### src/hdl/btpm_pkg.sv
// ----------------------------------------------------------------------------
// Block-to-process mapper package
// Shared codes and fixed field widths of the block-to-process mapper.
// ----------------------------------------------------------------------------
package btpm_pkg;

   localparam int OP_W        = 3;
   localparam int RANK_IN_W   = 16;
   localparam int COORD_IN_W  = 16;
   localparam int BNUM_W      = 30;
   localparam int DIMREG_W    = 11;
   localparam int OWNER_W     = 17;
   localparam int LOCAL_W     = 31;
   localparam int LIN_W       = 32;
   localparam int COORD_OUT_W = 10;
   localparam int CSR_IDX_W   = 3;
   localparam int CSR_DATA_W  = 16;

   localparam logic [OP_W-1:0] OP_OWNER_COORD = 3'd0;
   localparam logic [OP_W-1:0] OP_OWNER_INDEX = 3'd1;
   localparam logic [OP_W-1:0] OP_LOCAL_COUNT = 3'd2;
   localparam logic [OP_W-1:0] OP_LOCAL_TO_GLOBAL = 3'd3;
   localparam logic [OP_W-1:0] OP_IS_LOCAL = 3'd4;

   localparam logic [CSR_IDX_W-1:0] CSR_BLOCKS_X = 3'd0;
   localparam logic [CSR_IDX_W-1:0] CSR_BLOCKS_Y = 3'd1;
   localparam logic [CSR_IDX_W-1:0] CSR_BLOCKS_Z = 3'd2;
   localparam logic [CSR_IDX_W-1:0] CSR_FIRST_PROCESS = 3'd3;
   localparam logic [CSR_IDX_W-1:0] CSR_PROCESS_TOTAL = 3'd4;

endpackage

### src/hdl/btpm_div_cell.sv
// ----------------------------------------------------------------------------
// Divider cell
// One restoring division step on each lane, registered, with a side payload.
// ----------------------------------------------------------------------------
module btpm_div_cell import btpm_pkg::*; #(
   parameter int LANES = 1,
   parameter int W     = 16,
   parameter int DV    = 8,
   parameter int PLW   = 8
) (
   input  logic                       clock,
   input  logic                       reset,
   input  logic                       in_valid,
   input  logic [PLW-1:0]             in_pay,
   input  logic [LANES-1:0][W-1:0]    in_num,
   input  logic [LANES-1:0][DV-1:0]   in_div,
   input  logic [LANES-1:0][DV-1:0]   in_rem,
   output logic                       out_valid,
   output logic [PLW-1:0]             out_pay,
   output logic [LANES-1:0][W-1:0]    out_num,
   output logic [LANES-1:0][DV-1:0]   out_div,
   output logic [LANES-1:0][DV-1:0]   out_rem
);

   logic                     valid_ff;
   logic [PLW-1:0]           pay_ff;
   logic [LANES-1:0][W-1:0]  num_ff, num_in;
   logic [LANES-1:0][DV-1:0] div_ff;
   logic [LANES-1:0][DV-1:0] rem_ff, rem_in;
   logic [LANES-1:0][DV:0]   trial;
   logic [LANES-1:0]         fits;

   always_comb begin
      for (int i = 0; i < LANES; i++) begin
         trial[i]  = {in_rem[i], in_num[i][W-1]};
         fits[i]   = trial[i] >= {1'b0, in_div[i]};
         rem_in[i] = fits[i] ? DV'(trial[i] - {1'b0, in_div[i]}) : trial[i][DV-1:0];
         num_in[i] = {in_num[i][W-2:0], fits[i]};
      end
   end

   always_ff @(posedge clock) begin
      if (reset) begin
         valid_ff <= 1'b0;
      end else begin
         valid_ff <= in_valid;
      end
      pay_ff <= in_pay;
      num_ff <= num_in;
      div_ff <= in_div;
      rem_ff <= rem_in;
   end

   assign out_valid = valid_ff;
   assign out_pay   = pay_ff;
   assign out_num   = num_ff;
   assign out_div   = div_ff;
   assign out_rem   = rem_ff;

endmodule

### src/hdl/btpm_div_chain.sv
// ----------------------------------------------------------------------------
// Divider chain
// A row of divider cells, one per quotient bit, taking one transaction a cycle.
// ----------------------------------------------------------------------------
module btpm_div_chain import btpm_pkg::*; #(
   parameter int LANES = 1,
   parameter int W     = 16,
   parameter int DV    = 8,
   parameter int PLW   = 8
) (
   input  logic                       clock,
   input  logic                       reset,
   input  logic                       in_valid,
   input  logic [PLW-1:0]             in_pay,
   input  logic [LANES-1:0][W-1:0]    in_num,
   input  logic [LANES-1:0][DV-1:0]   in_div,
   output logic                       out_valid,
   output logic [PLW-1:0]             out_pay,
   output logic [LANES-1:0][W-1:0]    out_quo,
   output logic [LANES-1:0][DV-1:0]   out_rem
);

   logic                     v_w   [W+1];
   logic [PLW-1:0]           pay_w [W+1];
   logic [LANES-1:0][W-1:0]  num_w [W+1];
   logic [LANES-1:0][DV-1:0] div_w [W+1];
   logic [LANES-1:0][DV-1:0] rem_w [W+1];

   assign v_w[0]   = in_valid;
   assign pay_w[0] = in_pay;
   assign num_w[0] = in_num;
   assign div_w[0] = in_div;
   assign rem_w[0] = '0;

   for (genvar i = 0; i < W; i++) begin : g_cell
      btpm_div_cell #(
         .LANES(LANES),
         .W    (W),
         .DV   (DV),
         .PLW  (PLW)
      ) u_cell (
         .clock    (clock),
         .reset    (reset),
         .in_valid (v_w[i]),
         .in_pay   (pay_w[i]),
         .in_num   (num_w[i]),
         .in_div   (div_w[i]),
         .in_rem   (rem_w[i]),
         .out_valid(v_w[i+1]),
         .out_pay  (pay_w[i+1]),
         .out_num  (num_w[i+1]),
         .out_div  (div_w[i+1]),
         .out_rem  (rem_w[i+1])
      );
   end

   assign out_valid = v_w[W];
   assign out_pay   = pay_w[W];
   assign out_quo   = num_w[W];
   assign out_rem   = rem_w[W];

endmodule

### config.mk
export PLATFORM = sky130hd
export DESIGN_NAME = btpm_div_chain
export DESIGN_NICKNAME = d
export VERILOG_FILES = /design/src/hdl/btpm_pkg.sv /design/src/hdl/btpm_div_cell.sv /design/src/hdl/btpm_div_chain.sv
export SDC_FILE = /design/constraint.sdc
export NUM_CORES = 1
export LEC_CHECK = 0
export ABC_AREA = 1
export ABC_CLOCK_PERIOD_IN_PS = 1400
export BUFFER_PORTS_ARGS = -buffer_cell sky130_fd_sc_hd__buf_2
export CORE_AREA = 2 2 210 212
export CTS_CLUSTER_SIZE = 10
export DETAILED_ROUTE_END_ITERATION = 10
export DIE_AREA = 0 0 212 214
export PLACE_DENSITY = 0.74
export SYNTH_ARGS = -nofsm -noshare
export SYNTH_HDL_FRONTEND = slang
export SYNTH_HIERARCHICAL = 1
export SYNTH_SLANG_ARGS = --single-unit
### constraint.sdc
create_clock -name clock -period 1.4 [get_ports clock]
set_input_delay 0.21 -clock clock [delete_from_list [all_inputs] [get_ports clock]]
set_output_delay 0.21 -clock clock [all_outputs]
set_load 0.05 [all_outputs]
==> run_results.csv <==
group,metric,value,unit
outcome,outcome,"complete, but fails checks",
outcome,violations,"setup timing",
sta,finalSetupViolCount,132,
place,routabilityCongestion,0.8712,
final_layout,multiInputGateArea,12330,µm²
sta,finalClockSkew,17.29,ps
floorplanning,dieArea,45370,µm²
route,drc,0,
setup_path,startpoint_type,"flip-flop",
final_layout,final_common_cell,"dfxtp_1",
setup_path,required,1890,ps
floorplanning,die_h,214,µm
sta,rsz0062_at_grt,"true",
floorplanning,fp.dieW,212,µm
sta,fin_ws,-232.2,ps
global_routing,grt_pass1_vias,17950,
clock_tree,cts_sinks,648,
sta,holdWs,37.91,ps
place,dp_hpwl,33.02,mm
floorplanning,core_area,42890,µm²
hold_path,min_from,"in_div[0]",
synthesis,syn_inst,2417,
setup_path,worst-endpoint-arrival,2120,ps
synthesis,ys_warn_count,6,
floorplanning,pin_count,68,
route,firstDrtPassIters,5,
clock_tree,htree_levels,3,
clock_tree,cts_made_buffers,77,
setup_path,crit_path_top_delay_cell,"dfxtp_2",
floorplanning,core.rowCount,76,
final_layout,drive_gt1_frac,0.5352,
hold_path,hold-path-endpoint,"g_cell[0].u_cell/out_rem[0]",
floorplanning,initial_core_util,0.5450,
sta,layout_worst_path_cycle_share,1.166,
power,irDropWorstVdd,0.001958,V
hold_path,min_path_type,"primary input to flip-flop",
power,power.density,2500,nW/µm²
hold_path,whs_path_depth,5,
setup_path,r2r_slack,-230,ps
route,wl_per_cell,14.83,µm
final_layout,instances_no_fill,3696,
global_routing,antenna_found_initial,0,
final_layout,design_area,34330,µm²
final_layout,nets,3269,
setup_path,worst_r2r_startpoint,"g_cell[8].u_cell/out_div[3]",
route,topRoutingLayerUsed,"met4",
sta,min_period,1632,ps
final_layout,antenna_cells,0,
setup_path,cp_common_cell,"nor2_4",
final_layout,final-seq-area,13170,µm²
setup_path,worst-path-max-fanout,3,
place,dp.cells,3418,
route,drt-initial-drc-count,738,
sta,slew_viol_final,0,
clock_tree,clkTransAtPathRegs,60,ps
sta,hold_violations,0,
global_routing,grt_max_degree,17,
route,drt_wl_total,54.80,mm
final_layout,fillers,2446,
final_layout,layout_common_cells,"495 x dfxtp_1, 397 x buf_4, 372 x nand2_1",
global_routing,grt_first_pass_wirelength,81.34,mm
setup_path,path_cells,"inv_2 -> ha_4 -> nand2_4 -> nor2_2 -> nand2_2 -> nor2_4 -> nor2_4 -> buf_12 -> buf_6 -> nand3_2 -> nand2_1",
route,detail_route.wirelength.met1,21.03,mm
power,total_leakage_power,16.07,nW
route,met3_length,1.849,mm
setup_path,r2r_end,"g_cell[9].u_cell/out_rem[5]",
clock_tree,clk_latency,610,ps
setup_path,end_kind,"flip-flop",
place,place_area,28050,µm²
synthesis,syn-cell-area,23370,µm²
job,cap_viol_max_count,0,
setup_path,slowest_delay,340,ps
clock_tree,cts_root_buf,"clkbuf_16",
route,met2_length,30.02,mm
setup_path,critPathKind,"flip-flop to flip-flop",
clock_tree,clockBufferDepth,3,
synthesis,syn_area_per_cell,9.669,µm²
sta,max_freq,612.7,MHz
clock_tree,cts_tree,"built",
global_routing,overflow,0,
setup_path,reg2regPathDepth,11,
final_layout,syn_to_final_growth,46.90,%
global_routing,grt_usage,0.2194,
route,vias,17580,
sta,fin_setup_tns,-16970,ps
place,numPortBuffers,67,
route,vias_per_cell,4.756,
route,antenna_left,0,
-- power by group --
| part | switching, mW | internal, mW | leakage, nW |
|---|---|---|---|
| logic | 22.6 | 20.0 | 9.54 |
| clock network | 7.06 | 10.3 | 1.06 |
| registers | 2.77 | 23.1 | 5.46 |
| total | 32.4 | 53.4 | 16.1 |
-- final cells by class --
| cell class | instances | area share |
|---|---|---|
| flip-flops and latches | 648 | 0.3837 |
| multi-input cells | 1430 | 0.3591 |
| repair buffers | 548 | 0.1301 |
| clock buffers | 89 | 0.05860 |
| inverters | 385 | 0.04264 |
| well taps | 585 | 0.02132 |
| clock inverters | 11 | 0.004483 |
-- worst max-delay path, delay by kind of cell, from the launching register on --
family / cells / cell delay, ps
adders and majority gates: 1 / 290
and+or+nand+nor: 7 / 590
buffers and inverters: 3 / 290
DFF: 1 / 340
-- routing by layer --
layer  global-route usage  up-vias
met1               0.2379     8284
met4              0.08732        0
li1                     -     8784
met5                    0        -
met2               0.4145      344
met3              0.04134      165
-- registers in the layout, indices dropped and copies added (netlist names) --
name                     count
g_cell.u_cell/out_rem      128
g_cell.u_cell/out_num      256
g_cell.u_cell/out_pay      128
g_cell.u_cell/out_div      120
g_cell.u_cell/out_valid     16
-- timing repair --
action / 4_1_cts / 5_1_grt
hold buffers: 35 / 1
gates resized for setup: 294 / 406
pin swaps: 168 / 223
setup endpoints to repair: 150 / 173
cloned: 21 / 10
setup buffers: 62 / 60
endpoints found under the hold margin: 48 / 1
-- worst max-delay path by stage --
stage / cells past startpoint / to / startpoint / slack (ps)
after detailed placement: 10 / g_cell[7].u_cell/out_rem[5] / g_cell[6].u_cell/out_div[6] / -260
after global routing: 11 / g_cell[9].u_cell/out_rem[5] / g_cell[8].u_cell/out_div[3] / -280
after CTS: 10 / g_cell[5].u_cell/out_rem[3] / g_cell[4].u_cell/out_rem[5] / -170
final: 11 / g_cell[9].u_cell/out_rem[5] / g_cell[8].u_cell/out_div[3] / -230
after floorplan: 9 / g_cell[10].u_cell/out_rem[4] / g_cell[9].u_cell/out_num[15] / -30
after global placement: 8 / g_cell[7].u_cell/out_rem[5] / g_cell[6].u_cell/out_div[7] / -240
-- per-stage QoR --
| step | utilization | power (mW) | worst slack (ps) |
|---|---|---|---|
| after floorplan | - | 46.58 | -26.68 |
| after global placement | 0.6541 | 55.98 | -237.0 |
| after detailed placement | 0.6541 | 56.99 | -261.0 |
| after CTS | 0.7526 | 79.44 | -168.2 |
| after global routing | 0.8006 | 90.75 | -275.3 |
| final | 0.8006 | 85.84 | -232.2 |
Note: power is estimated with default switching activity, not from simulation.
